$ cat config.mk
export PLATFORM = sky130hd
export DESIGN_NAME = acm_coefficient_unpacker_unit
export DESIGN_NICKNAME = d
export VERILOG_FILES = /design/src/acu_pkg.sv /design/src/acm_coefficient_unpacker_unit.sv /design/src/acu_ctrl.sv /design/src/acu_datapath.sv
export VERILOG_INCLUDE_DIRS = /design/src /design/src/src
export SDC_FILE = /design/constraint.sdc
export NUM_CORES = 1
export LEC_CHECK = 0
export ABC_AREA = 1
export BUFFER_PORTS_ARGS = -buffer_cell sky130_fd_sc_hd__buf_2
export CORE_UTILIZATION = 50
export DETAILED_ROUTE_END_ITERATION = 10
export PLACE_DENSITY_LB_ADDON = 0.05
export SLEW_MARGIN = 40
export SYNTH_ARGS = -nofsm -noshare
export SYNTH_HDL_FRONTEND = slang
export SYNTH_SLANG_ARGS = --single-unit
$ cat constraint.sdc
create_clock -name clk -period 25 [get_ports clk]
set_input_delay 0 -clock clk [delete_from_list [all_inputs] [get_ports clk]]
set_output_delay 0 -clock clk [all_outputs]
set_load 0.01 [all_outputs]
$ cat src/acm_coefficient_unpacker_unit_defines.svh
// Assertion macros for the coefficient unpacker.
// Used by the top level only; needs clk and rst_n in scope.
`ifndef ACM_COEFFICIENT_UNPACKER_UNIT_DEFINES_SVH
`define ACM_COEFFICIENT_UNPACKER_UNIT_DEFINES_SVH

// Same-cycle implication, disabled in reset.
`define ACU_ASSERT_NOW(lbl, ante, cons, msg) \
    lbl: assert property (@(posedge clk) disable iff (!rst_n) (ante) |-> (cons)) \
        else $error(msg);

// Next-cycle implication, disabled in reset.
`define ACU_ASSERT_NEXT(lbl, ante, cons, msg) \
    lbl: assert property (@(posedge clk) disable iff (!rst_n) (ante) |=> (cons)) \
        else $error(msg);

`endif

$ cat src/acu_pkg.sv
// Shared types, constants and decode functions of the coefficient unpacker.
// No dependencies.
package acu_pkg;

    localparam int MAX_COLUMNS = 1024;
    localparam int MAX_ROWS    = 4096;
    localparam int COL_LOG2    = $clog2(MAX_COLUMNS);
    localparam int MAX_RESULTS = 16;

    localparam logic REG_LEVEL_COUNT = 1'b0;
    localparam logic REG_ROW_COUNT   = 1'b1;

    typedef struct packed {
        logic load;
        logic step;
        logic emit;
        logic flush;
    } acu_cmd_t;

    typedef struct packed {
        logic halted;
        logic dec_avail;
        logic dec_ok;
        logic dec_halt;
        logic dec_list;
        logic emit_ok;
        logic emit_done;
        logic flush_ok;
        logic pend_valid;
    } acu_status_t;

    typedef struct packed {
        logic [15:0] value;
        logic [11:0] row;
        logic [9:0]  column;
        logic        zero_column;
        logic        block_last;
        logic        error;
    } acu_result_t;

    typedef struct packed {
        logic [4:0]         take;
        logic [1:0]         cnt;
        logic signed [16:0] lv0;
        logic signed [16:0] lv1;
        logic signed [16:0] lv2;
    } acu_fill_t;

    function automatic logic [4:0] fill_need(input logic [4:0] k);
        logic [4:0] r;
        if (k >= 5'd3 && k <= 5'd16) r = k;
        else begin
            case (k)
                5'd17: r = 5'd3;
                5'd18: r = 5'd2;
                5'd19: r = 5'd5;
                5'd20: r = 5'd4;
                5'd21: r = 5'd3;
                5'd22: r = 5'd7;
                5'd23: r = 5'd5;
                5'd24: r = 5'd4;
                5'd26: r = 5'd5;
                5'd27: r = 5'd4;
                5'd29: r = 5'd7;
                default: r = 5'd1;
            endcase
        end
        return r;
    endfunction

    function automatic logic [1:0] fill_room(input logic [4:0] k);
        logic [1:0] r;
        case (k)
            5'd19, 5'd22: r = 2'd3;
            5'd17, 5'd20, 5'd23, 5'd26, 5'd29: r = 2'd2;
            default: r = 2'd1;
        endcase
        return r;
    endfunction

    function automatic logic is_reserved(input logic [4:0] s);
        return s == 5'd1 || s == 5'd2 || s == 5'd25 || s == 5'd28
            || s == 5'd30 || s == 5'd31;
    endfunction

    // Quotient by counting independent compares against multiples of d.
    function automatic logic [3:0] quot(input logic [6:0] c, input logic [6:0] d);
        logic [3:0] q;
        q = 4'd0;
        for (int i = 1; i <= 11; i++) begin
            if ({4'd0, c} >= 11'(d) * 11'(i)) q = q + 4'd1;
        end
        return q;
    endfunction

    function automatic acu_fill_t fill_decode(input logic [4:0] k, input logic [15:0] b);
        acu_fill_t   f;
        logic [16:0] mask;
        logic [16:0] code;
        logic [16:0] half;
        logic [6:0]  c;
        logic [3:0]  q1;
        logic [3:0]  q2;
        logic [6:0]  r1;
        logic [6:0]  r2;
        logic [2:0]  qq;
        f    = '0;
        mask = (17'd1 << k) - 17'd1;
        code = {1'b0, b} & mask;
        half = 17'd1 << (k - 5'd1);
        c    = b[6:0];
        q1   = 4'd0;
        q2   = 4'd0;
        r1   = 7'd0;
        r2   = 7'd0;
        qq   = 3'd0;
        if (k >= 5'd3 && k <= 5'd16) begin
            f.take = k;
            f.cnt  = 2'd1;
            f.lv0  = signed'(code - half);
        end else if ((k == 5'd17 || k == 5'd20 || k == 5'd23 || k == 5'd26) && !b[0]) begin
            f.take = 5'd1;
            f.cnt  = 2'd2;
        end else if ((k == 5'd17 || k == 5'd20 || k == 5'd23 || k == 5'd26) && !b[1]) begin
            f.take = 5'd2;
            f.cnt  = 2'd1;
        end else if ((k == 5'd18 || k == 5'd21 || k == 5'd24 || k == 5'd27) && !b[0]) begin
            f.take = 5'd1;
            f.cnt  = 2'd1;
        end else begin
            f.cnt = 2'd1;
            case (k)
                5'd17: begin
                    f.take = 5'd3;
                    f.lv0  = b[2] ? 17'sd1 : -17'sd1;
                end
                5'd18: begin
                    f.take = 5'd2;
                    f.lv0  = b[1] ? 17'sd1 : -17'sd1;
                end
                5'd19: begin
                    f.take = 5'd5;
                    f.cnt  = 2'd3;
                    c      = {2'd0, b[4:0]};
                    q1     = quot(c, 7'd9);
                    r1     = c - 7'd9 * 7'(q1);
                    q2     = quot(r1, 7'd3);
                    r2     = r1 - 7'd3 * 7'(q2);
                    f.lv0  = 17'(r2) - 17'sd1;
                    f.lv1  = 17'(q2) - 17'sd1;
                    f.lv2  = 17'(q1) - 17'sd1;
                end
                5'd20: begin
                    f.take = 5'd4;
                    f.lv0  = b[3] ? (b[2] ? 17'sd2 : 17'sd1) : (b[2] ? -17'sd1 : -17'sd2);
                end
                5'd21: begin
                    f.take = 5'd3;
                    f.lv0  = b[2] ? (b[1] ? 17'sd2 : 17'sd1) : (b[1] ? -17'sd1 : -17'sd2);
                end
                5'd22: begin
                    f.take = 5'd7;
                    f.cnt  = 2'd3;
                    q1     = quot(c, 7'd25);
                    r1     = c - 7'd25 * 7'(q1);
                    q2     = quot(r1, 7'd5);
                    r2     = r1 - 7'd5 * 7'(q2);
                    f.lv0  = 17'(r2) - 17'sd2;
                    f.lv1  = 17'(q2) - 17'sd2;
                    f.lv2  = 17'(q1) - 17'sd2;
                end
                5'd23: begin
                    if (!b[2]) begin
                        f.take = 5'd4;
                        f.lv0  = b[3] ? 17'sd1 : -17'sd1;
                    end else begin
                        f.take = 5'd5;
                        qq     = {1'b0, b[4:3]};
                        if (qq >= 3'd2) qq = qq + 3'd3;
                        f.lv0  = 17'(qq) - 17'sd3;
                    end
                end
                5'd24: begin
                    if (!b[1]) begin
                        f.take = 5'd3;
                        f.lv0  = b[2] ? 17'sd1 : -17'sd1;
                    end else begin
                        f.take = 5'd4;
                        qq     = {1'b0, b[3:2]};
                        if (qq >= 3'd2) qq = qq + 3'd3;
                        f.lv0  = 17'(qq) - 17'sd3;
                    end
                end
                5'd26: begin
                    f.take = 5'd5;
                    f.lv0  = 17'(b[4:2]) + ((b[4:2] >= 3'd4) ? 17'sd1 : 17'sd0) - 17'sd4;
                end
                5'd27: begin
                    f.take = 5'd4;
                    f.lv0  = 17'(b[3:1]) + ((b[3:1] >= 3'd4) ? 17'sd1 : 17'sd0) - 17'sd4;
                end
                5'd29: begin
                    f.take = 5'd7;
                    f.cnt  = 2'd2;
                    q1     = quot(c, 7'd11);
                    r1     = c - 7'd11 * 7'(q1);
                    f.lv0  = 17'(r1) - 17'sd5;
                    f.lv1  = 17'(q1) - 17'sd5;
                end
                default: begin
                    f.take = 5'd1;
                    f.cnt  = 2'd0;
                end
            endcase
        end
        return f;
    endfunction

endpackage

$ cat src/acm_coefficient_unpacker_unit.sv
// Top level of the coefficient unpacker: controller plus datapath.
// Depends on acu_pkg, acu_ctrl, acu_datapath and the defines header.
//
// Takes one compressed byte per item into a 32-bit LSB-first bit window and
// decodes block headers, column fill selectors and level codes from it,
// producing at most one coefficient result per cycle. A byte is accepted only
// when the block is idle; it is then loaded, each header field, selector or
// fill code is decoded in its own step, each level a fill code yields is
// emitted in turn, the window is found short and the burst is closed; a byte
// yields at most sixteen results, and the output can stall any step that
// produces a result. Zero-column and error results ride on their selector
// step. The last result a byte causes is marked with burst_last; a finished
// result may wait at the output while the next byte is accepted. A reserved
// selector yields one error result and the block then drops every byte until
// reset. Write the configuration registers only while idle.
module acm_coefficient_unpacker_unit (
    input  logic              clk,
    input  logic              rst_n,
    input  logic              cfg_we,
    input  logic              cfg_index,
    input  logic [12:0]       cfg_data,
    input  logic              in_valid,
    output logic              in_ready,
    input  logic [7:0]        stream_byte,
    output logic              out_valid,
    input  logic              out_ready,
    output logic signed [15:0] value,
    output logic [11:0]       row,
    output logic [9:0]        column,
    output logic              zero_column,
    output logic              block_last,
    output logic              error,
    output logic              burst_last
);

`include "acm_coefficient_unpacker_unit_defines.svh"

    acu_pkg::acu_cmd_t    cmd;
    acu_pkg::acu_status_t st;
    acu_pkg::acu_result_t res;

    // sequence the item through load, decode, emit and flush
    acu_ctrl u_ctrl (
        .clk      (clk),
        .rst_n    (rst_n),
        .in_valid (in_valid),
        .in_ready (in_ready),
        .st       (st),
        .cmd      (cmd)
    );

    // hold the window, indexes and the result registers
    acu_datapath u_dp (
        .clk            (clk),
        .rst_n          (rst_n),
        .cfg_we         (cfg_we),
        .cfg_index      (cfg_index),
        .cfg_data       (cfg_data),
        .stream_byte    (stream_byte),
        .cmd            (cmd),
        .st             (st),
        .out_ready      (out_ready),
        .out_valid      (out_valid),
        .out_res        (res),
        .out_burst_last (burst_last)
    );

    assign value       = signed'(res.value);
    assign row         = res.row;
    assign column      = res.column;
    assign zero_column = res.zero_column;
    assign block_last  = res.block_last;
    assign error       = res.error;

    // a new item only enters with no result held back from the last one
    `ACU_ASSERT_NOW(a_idle_no_pend, in_ready, !st.pend_valid,
                    "item accepted with a result still pending")
    // an error result is only shown once the block has halted
    `ACU_ASSERT_NOW(a_error_halted, out_valid && error, st.halted,
                    "error result without halt")
    // closing a burst always drains the pending result
    `ACU_ASSERT_NEXT(a_flush_drains, cmd.flush, !st.pend_valid,
                     "pending result left after flush")

endmodule

$ cat src/acu_ctrl.sv
// Controller of the coefficient unpacker: sequences load, decode, emit, flush.
// Depends on acu_pkg.
module acu_ctrl (
    input  logic               clk,
    input  logic               rst_n,
    input  logic               in_valid,
    output logic               in_ready,
    input  acu_pkg::acu_status_t st,
    output acu_pkg::acu_cmd_t  cmd
);

    localparam logic [1:0] S_IDLE   = 2'd0;
    localparam logic [1:0] S_DECODE = 2'd1;
    localparam logic [1:0] S_EMIT   = 2'd2;
    localparam logic [1:0] S_FLUSH  = 2'd3;

    logic [1:0] state_reg;
    logic [1:0] state_next;

    assign in_ready = (state_reg == S_IDLE);

    always_comb
    begin
        state_next = state_reg;
        cmd        = '0;
        case (state_reg)
            S_IDLE:
            begin
                if (in_valid)
                begin
                    cmd.load = 1'b1;
                    if (!st.halted) state_next = S_DECODE;
                end
            end
            S_DECODE:
            begin
                if (!st.dec_avail) state_next = S_FLUSH;
                else if (st.dec_ok)
                begin
                    cmd.step = 1'b1;
                    if (st.dec_halt) state_next = S_FLUSH;
                    else if (st.dec_list) state_next = S_EMIT;
                end
            end
            S_EMIT:
            begin
                if (st.emit_ok)
                begin
                    cmd.emit = 1'b1;
                    if (st.emit_done) state_next = S_DECODE;
                end
            end
            S_FLUSH:
            begin
                if (st.flush_ok)
                begin
                    cmd.flush  = 1'b1;
                    state_next = S_IDLE;
                end
            end
            default: state_next = S_IDLE;
        endcase
    end

    always_ff @(posedge clk or negedge rst_n)
    begin
        if (!rst_n) state_reg <= S_IDLE;
        else        state_reg <= state_next;
    end

endmodule

$ cat src/acu_datapath.sv
// Datapath of the coefficient unpacker: bit window, indexes, level list,
// pending result and output register. Depends on acu_pkg.
module acu_datapath (
    input  logic                 clk,
    input  logic                 rst_n,
    input  logic                 cfg_we,
    input  logic                 cfg_index,
    input  logic [12:0]          cfg_data,
    input  logic [7:0]           stream_byte,
    input  acu_pkg::acu_cmd_t    cmd,
    output acu_pkg::acu_status_t st,
    input  logic                 out_ready,
    output logic                 out_valid,
    output acu_pkg::acu_result_t out_res,
    output logic                 out_burst_last
);

    localparam logic [1:0] PH_POWER  = 2'd0;
    localparam logic [1:0] PH_STEP   = 2'd1;
    localparam logic [1:0] PH_SELECT = 2'd2;
    localparam logic [1:0] PH_FILL   = 2'd3;

    logic [3:0]  level_count_reg;
    logic [12:0] row_count_reg;
    logic [31:0] window_reg, window_next;
    logic [5:0]  count_reg, count_next;
    logic [1:0]  phase_reg, phase_next;
    logic [15:0] step_reg, step_next;
    logic [9:0]  col_reg, col_next;
    logic [11:0] row_reg, row_next;
    logic [4:0]  kind_reg, kind_next;
    logic        halted_reg, halted_next;
    logic [4:0]  n_reg, n_next;
    logic signed [16:0] lv_reg [3];
    logic signed [16:0] lv_next [3];
    logic [1:0]  idx_reg, idx_next;
    logic [1:0]  cnt_reg, cnt_next;
    acu_pkg::acu_result_t pend_reg;
    logic        pend_valid_reg;
    acu_pkg::acu_result_t out_reg;
    logic        out_valid_reg;
    logic        out_bl_reg;

    logic [10:0] ncols;
    logic [12:0] nrows;
    logic        col_end;
    logic        row_end;
    logic [4:0]  sel;
    logic        sel_res;
    acu_pkg::acu_fill_t fill;
    logic        out_free;
    logic        slot_ok;
    logic [5:0]  take;
    logic        produce;
    acu_pkg::acu_result_t new_res;
    logic signed [16:0] level;
    logic [31:0] prod;

    assign ncols = (level_count_reg >= 4'(acu_pkg::COL_LOG2))
                 ? 11'(acu_pkg::MAX_COLUMNS) : (11'd1 << level_count_reg);
    assign nrows = (row_count_reg == 13'd0) ? 13'd1
                 : (row_count_reg > 13'(acu_pkg::MAX_ROWS)) ? 13'(acu_pkg::MAX_ROWS)
                 : row_count_reg;
    assign col_end = ({1'b0, col_reg} + 11'd1) >= ncols;
    assign row_end = ({1'b0, row_reg} + 13'd1) >= nrows;

    assign sel     = window_reg[4:0];
    assign sel_res = (sel == 5'd0) || acu_pkg::is_reserved(sel);
    assign fill    = acu_pkg::fill_decode(kind_reg, window_reg[15:0]);

    assign out_free = !out_valid_reg || out_ready;
    assign slot_ok  = !pend_valid_reg || out_free;

    assign level = lv_reg[idx_reg];
    assign prod  = 32'(level[15:0]) * 32'(step_reg);

    always_comb
    begin
        st            = '0;
        st.halted     = halted_reg;
        st.pend_valid = pend_valid_reg;
        st.emit_ok    = slot_ok;
        st.flush_ok   = slot_ok;
        st.emit_done  = row_end || ({1'b0, idx_reg} + 3'd1 >= {1'b0, cnt_reg});
        case (phase_reg)
            PH_POWER:  st.dec_avail = count_reg >= 6'd4;
            PH_STEP:   st.dec_avail = count_reg >= 6'd16;
            PH_SELECT: st.dec_avail = (count_reg >= 6'd5)
                                      && (n_reg < 5'(acu_pkg::MAX_RESULTS));
            default:   st.dec_avail = (count_reg >= {1'b0, acu_pkg::fill_need(kind_reg)})
                                      && ({1'b0, n_reg} + 6'(acu_pkg::fill_room(kind_reg))
                                          <= 6'(acu_pkg::MAX_RESULTS));
        endcase
        st.dec_ok   = st.dec_avail && (!(phase_reg == PH_SELECT && sel_res) || slot_ok);
        st.dec_halt = (phase_reg == PH_SELECT) && acu_pkg::is_reserved(sel);
        st.dec_list = (phase_reg == PH_FILL) && (fill.cnt != 2'd0);
    end

    always_comb
    begin
        window_next = window_reg;
        count_next  = count_reg;
        phase_next  = phase_reg;
        step_next   = step_reg;
        col_next    = col_reg;
        row_next    = row_reg;
        kind_next   = kind_reg;
        halted_next = halted_reg;
        n_next      = n_reg;
        lv_next     = lv_reg;
        idx_next    = idx_reg;
        cnt_next    = cnt_reg;
        take        = 6'd0;
        produce     = 1'b0;
        new_res     = '0;
        new_res.column = col_reg;

        if (cmd.load && !halted_reg)
        begin
            n_next = 5'd0;
            if (count_reg <= 6'd24)
            begin
                window_next = window_reg | ({24'd0, stream_byte} << count_reg[4:0]);
                count_next  = count_reg + 6'd8;
            end
        end

        if (cmd.step)
        begin
            case (phase_reg)
                PH_POWER:
                begin
                    take       = 6'd4;
                    phase_next = PH_STEP;
                end
                PH_STEP:
                begin
                    take       = 6'd16;
                    step_next  = window_reg[15:0];
                    col_next   = 10'd0;
                    row_next   = 12'd0;
                    phase_next = PH_SELECT;
                end
                PH_SELECT:
                begin
                    take      = 6'd5;
                    kind_next = sel;
                    row_next  = 12'd0;
                    if (sel == 5'd0)
                    begin
                        produce             = 1'b1;
                        new_res.zero_column = 1'b1;
                        new_res.block_last  = col_end;
                        n_next              = n_reg + 5'd1;
                        // advance to the next column or close the block
                        if (col_end)
                        begin
                            col_next   = 10'd0;
                            phase_next = PH_POWER;
                        end
                        else col_next = col_reg + 10'd1;
                    end
                    else if (acu_pkg::is_reserved(sel))
                    begin
                        produce       = 1'b1;
                        new_res.error = 1'b1;
                        n_next        = n_reg + 5'd1;
                        halted_next   = 1'b1;
                    end
                    else phase_next = PH_FILL;
                end
                default:
                begin
                    take       = 6'(fill.take);
                    lv_next[0] = fill.lv0;
                    lv_next[1] = fill.lv1;
                    lv_next[2] = fill.lv2;
                    cnt_next   = fill.cnt;
                    idx_next   = 2'd0;
                end
            endcase
            window_next = window_next >> take;
            count_next  = count_next - take;
        end

        if (cmd.emit)
        begin
            produce            = 1'b1;
            new_res.value      = prod[15:0];
            new_res.row        = row_reg;
            new_res.block_last = row_end && col_end;
            n_next             = n_reg + 5'd1;
            idx_next           = idx_reg + 2'd1;
            if (row_end)
            begin
                // column done: drop any levels left in the list
                row_next = 12'd0;
                if (col_end)
                begin
                    col_next   = 10'd0;
                    phase_next = PH_POWER;
                end
                else
                begin
                    col_next   = col_reg + 10'd1;
                    phase_next = PH_SELECT;
                end
            end
            else row_next = row_reg + 12'd1;
        end
    end

    always_ff @(posedge clk or negedge rst_n)
    begin
        if (!rst_n)
        begin
            level_count_reg <= 4'd0;
            row_count_reg   <= 13'd1;
            window_reg      <= 32'd0;
            count_reg       <= 6'd0;
            phase_reg       <= PH_POWER;
            step_reg        <= 16'd0;
            col_reg         <= 10'd0;
            row_reg         <= 12'd0;
            kind_reg        <= 5'd0;
            halted_reg      <= 1'b0;
            n_reg           <= 5'd0;
            idx_reg         <= 2'd0;
            cnt_reg         <= 2'd0;
            pend_valid_reg  <= 1'b0;
            out_valid_reg   <= 1'b0;
        end
        else
        begin
            if (cfg_we)
            begin
                if (cfg_index == acu_pkg::REG_LEVEL_COUNT) level_count_reg <= cfg_data[3:0];
                else                                       row_count_reg   <= cfg_data;
            end
            window_reg <= window_next;
            count_reg  <= count_next;
            phase_reg  <= phase_next;
            step_reg   <= step_next;
            col_reg    <= col_next;
            row_reg    <= row_next;
            kind_reg   <= kind_next;
            halted_reg <= halted_next;
            n_reg      <= n_next;
            idx_reg    <= idx_next;
            cnt_reg    <= cnt_next;

            if (produce) pend_valid_reg <= 1'b1;
            else if (cmd.flush && pend_valid_reg) pend_valid_reg <= 1'b0;

            // move the pending result out, else drop the one just taken
            if ((produce || cmd.flush) && pend_valid_reg) out_valid_reg <= 1'b1;
            else if (out_ready)                           out_valid_reg <= 1'b0;
        end
    end

    // payload registers
    always_ff @(posedge clk)
    begin
        lv_reg <= lv_next;
        if (produce)
        begin
            pend_reg <= new_res;
            if (pend_valid_reg)
            begin
                out_reg    <= pend_reg;
                out_bl_reg <= 1'b0;
            end
        end
        else if (cmd.flush && pend_valid_reg)
        begin
            out_reg    <= pend_reg;
            out_bl_reg <= 1'b1;
        end
    end

    assign out_valid      = out_valid_reg;
    assign out_res        = out_reg;
    assign out_burst_last = out_bl_reg;

endmodule
==> results.json <==
{
  "min_path_type": "in -> reg",
  "hpwl_mm": 53.0,
  "critPathCaptureType": "register",
  "grt_util_all_layers": 0.266,
  "crit_arrival_ps": 14470,
  "grt_max_degree": 73,
  "grt_pass1_vias": 21700,
  "post-place-cells": 4108,
  "syn_avg_cell_area_um2": 7.22,
  "cts_resized": 0,
  "gp_congestion": 0.959,
  "cts_setup_buffers": 0,
  "hold_start": "in_valid",
  "io_buffers": 70,
  "worstMarginPinSlew_ps": 855,
  "chipHeight_um": 225,
  "synth_commonest_cells": "745 x nand2_1, 588 x inv_1, 335 x nor2_1, 260 x o21ai_0, 245 x ha_1",
  "dp_slack_ps": 11020,
  "setup_viol": 0,
  "wl_per_cell_um": 16.0,
  "syn-cell-area_mm2": 0.0248,
  "syn_inst": 3437,
  "hold_violations": 0,
  "r2r-start": "u_dp.window_reg[1]$_DFF_PN0_",
  "synth.ff_latch_count": 223,
  "dr_total_vias": 22500,
  "path_buf_inv": 15,
  "maxCapViolations": 0,
  "routed_wl_mm": 66.9,
  "final.setup.tns_ps": 0,
  "synth-async-reset-ratio": 0.511,
  "fin_crit_ps": 14050,
  "drv_slew": 0,
  "fmax_mhz": 71.2,
  "yosysWarnings": 0,
  "fin_crit_sh": 0.562,
  "grt_pass1_wl_mm": 109,
  "dr.pass1.iters": 5,
  "synth_top_area_cell": "edfxtp_1",
  "synthFlopType": "dfrtp_1",
  "slowest_stage": "dfrtp_1",
  "grt_overflow_total": 0,
  "max-slew-margin-rel": 0.429,
  "critical_path_class": "reg -> reg",
  "fin_ws_ps": 10950,
  "rsz0062_at_grt": "false",
  "cts_tree": "built",
  "instances_no_fill": 4175,
  "area_delta_synth_final_pct": 8.40,
  "initial_core_util": 0.507,
  "syn_nets": 3811,
  "dieArea_mm2": 0.0505,
  "rows": 81,
  "utilization": 0.550,
  "drive_above_1_share": 0.0960,
  "clock_sinks": 223,
  "io_pins": 71,
  "cts-root-buf": "clkbuf_16",
  "outcome": "complete, no violations",
  "numCtsBuffers": 26,
  "diodes": 0,
  "cts_hold_buf": 19,
  "ant_nets": 0,
  "yosysTopAreaCellShare": 0.132,
  "drc_errors": 0,
  "start_kind": "register",
  "cts_max_level": 1,
  "clockBufferDepth": 3,
  "ys_seq_area_frac": 0.247,
  "cp.required_ps": 25420,
  "die_w_um": 225,
  "yosysMostFrequentCell": "nand2_1",
  "cpLargestDelayFamily": "adder cells",
  "antenna_found_initial": 1,
  "cp-startpoint": "u_dp.window_reg[1]$_DFF_PN0_",
  "avgViaCountPerCell": 5.39,
  "clkLatencyLatePin_ps": 560,
  "first_iter_violations": 1718,
  "fin_nets": 3865,
  "critPathMaxStageDelay_ps": 750,
  "synth_edf_count": 109,
  "skew_ps": 14.6,
  "cts.clk_slew.worst_paths_ps": 60,
  "yosysUniqueCellTypes": 79,
  "ys_top_cells_by_area": "edfxtp_1 13%, ha_1 12%, dfrtp_1 11%, nand2_1 11%, inv_1 8.9%",
  "path_max_fanout": 14,
  "core-area_mm2": 0.0490
}
cell usage in the layout (no fill, tap or decap), types with 7 or more instances in the layout:
cell	netlist	final
inv_2	32	33
nand2_2	52	53
nand3_1	147	147
xor2_1	67	67
clkinv_1	10	12
a221oi_1	11	11
edfxtp_1	109	109
nand4_1	20	20
o22ai_1	31	31
mux2_2	9	9
ha_1	245	245
o221ai_1	8	8
buf_4	2	19
nand2_4	8	9
dfrtp_1	113	113
nor4_1	8	8
xnor2_1	34	34
buf_2	8	69
o21bai_1	9	9
or2_1	7	7
nor2_2	8	9
o21ai_0	260	259
nor2_4	8	8
o31ai_1	8	8
nor3_1	37	37
a31oi_1	15	14
mux2i_1	10	10
nor2_1	335	334
or2_2	31	31
a211oi_1	14	14
clkbuf_16	0	26
inv_1	588	586
dlygate4sd3_1	0	19
o21ai_1	23	23
a21oi_1	143	142
fa_1	102	102
nand3_2	15	15
o211ai_1	7	7
nand2_1	745	743
stage by stage:
step / instance area [µm²] / hold slack (ps)
floorplan: 24800 / -296
global placement: 25800 / 25.9
detailed placement: 25800 / 39.8
CTS: 26900 / 72.6
global route: 26900 / 114
finish: 26900 / 80.3
worst min-delay path, delay by kind of cell:
family / cells / cell delay (ps)
simple gates: 1 / 40
compound gates: 4 / 410
buf+inv: 2 / 140
path summary, 6_finish.rpt:
| kind | end | slack, ps | depth (start not counted) |
|---|---|---|---|
| worst max-delay path | u_dp.lv_reg[45]$_DFFE_PP_ | 10950 | 71 |
| worst max register to register | u_dp.lv_reg[45]$_DFFE_PP_ | 10950 | 71 |
| max in group asynchronous | u_dp.step_reg[2]$_DFFE_PN0P_ | 23370 | 4 |
| worst min-delay path | u_ctrl.state_reg[0]$_DFFE_PN0P_ | 80 | 7 |
| min in group asynchronous | u_dp.row_count_reg[3]$_DFFE_PN0P_ | 520 | 3 |
| worst min register to register | u_dp.out_res[5]$_DFFE_PP_ | 410 | 0 |
cell families after synthesis:
logic type,after synthesis,synth area share
AO/OA/AOI/OAI,577,0.134
flip-flops,223,0.247
XOR/XNOR,110,0.0415
adder cells (fa/ha/maj),347,0.206
multiplexers,19,0.00812
buffers and inverters,714,0.110
AND/OR/NAND/NOR,1447,0.255
cell type report:
cell class                 count  area, µm²
clock buffer                  30        676
clock inverter                18        198
fill                        4714      22000
inverter                     632       2380
multi-input combinational   2500      16000
sequential                   223       6130
tap                          664        831
timing repair buffer         108        689
metal layers:
| metal | part of all wire | GRT usage | vias to the layer above |
|---|---|---|---|
| met4 | 0.026 | 0.0770 | 0 |
| met2 | 0.47 | 0.444 | 618 |
| li1 | - | - | 11200 |
| met5 | 0 | 0 | - |
| met3 | 0.052 | 0.0281 | 122 |
| met1 | 0.46 | 0.363 | 10600 |
Power is not shown: default switching activity piles up to over one toggle a cycle in this logic, so the estimate is an artifact.
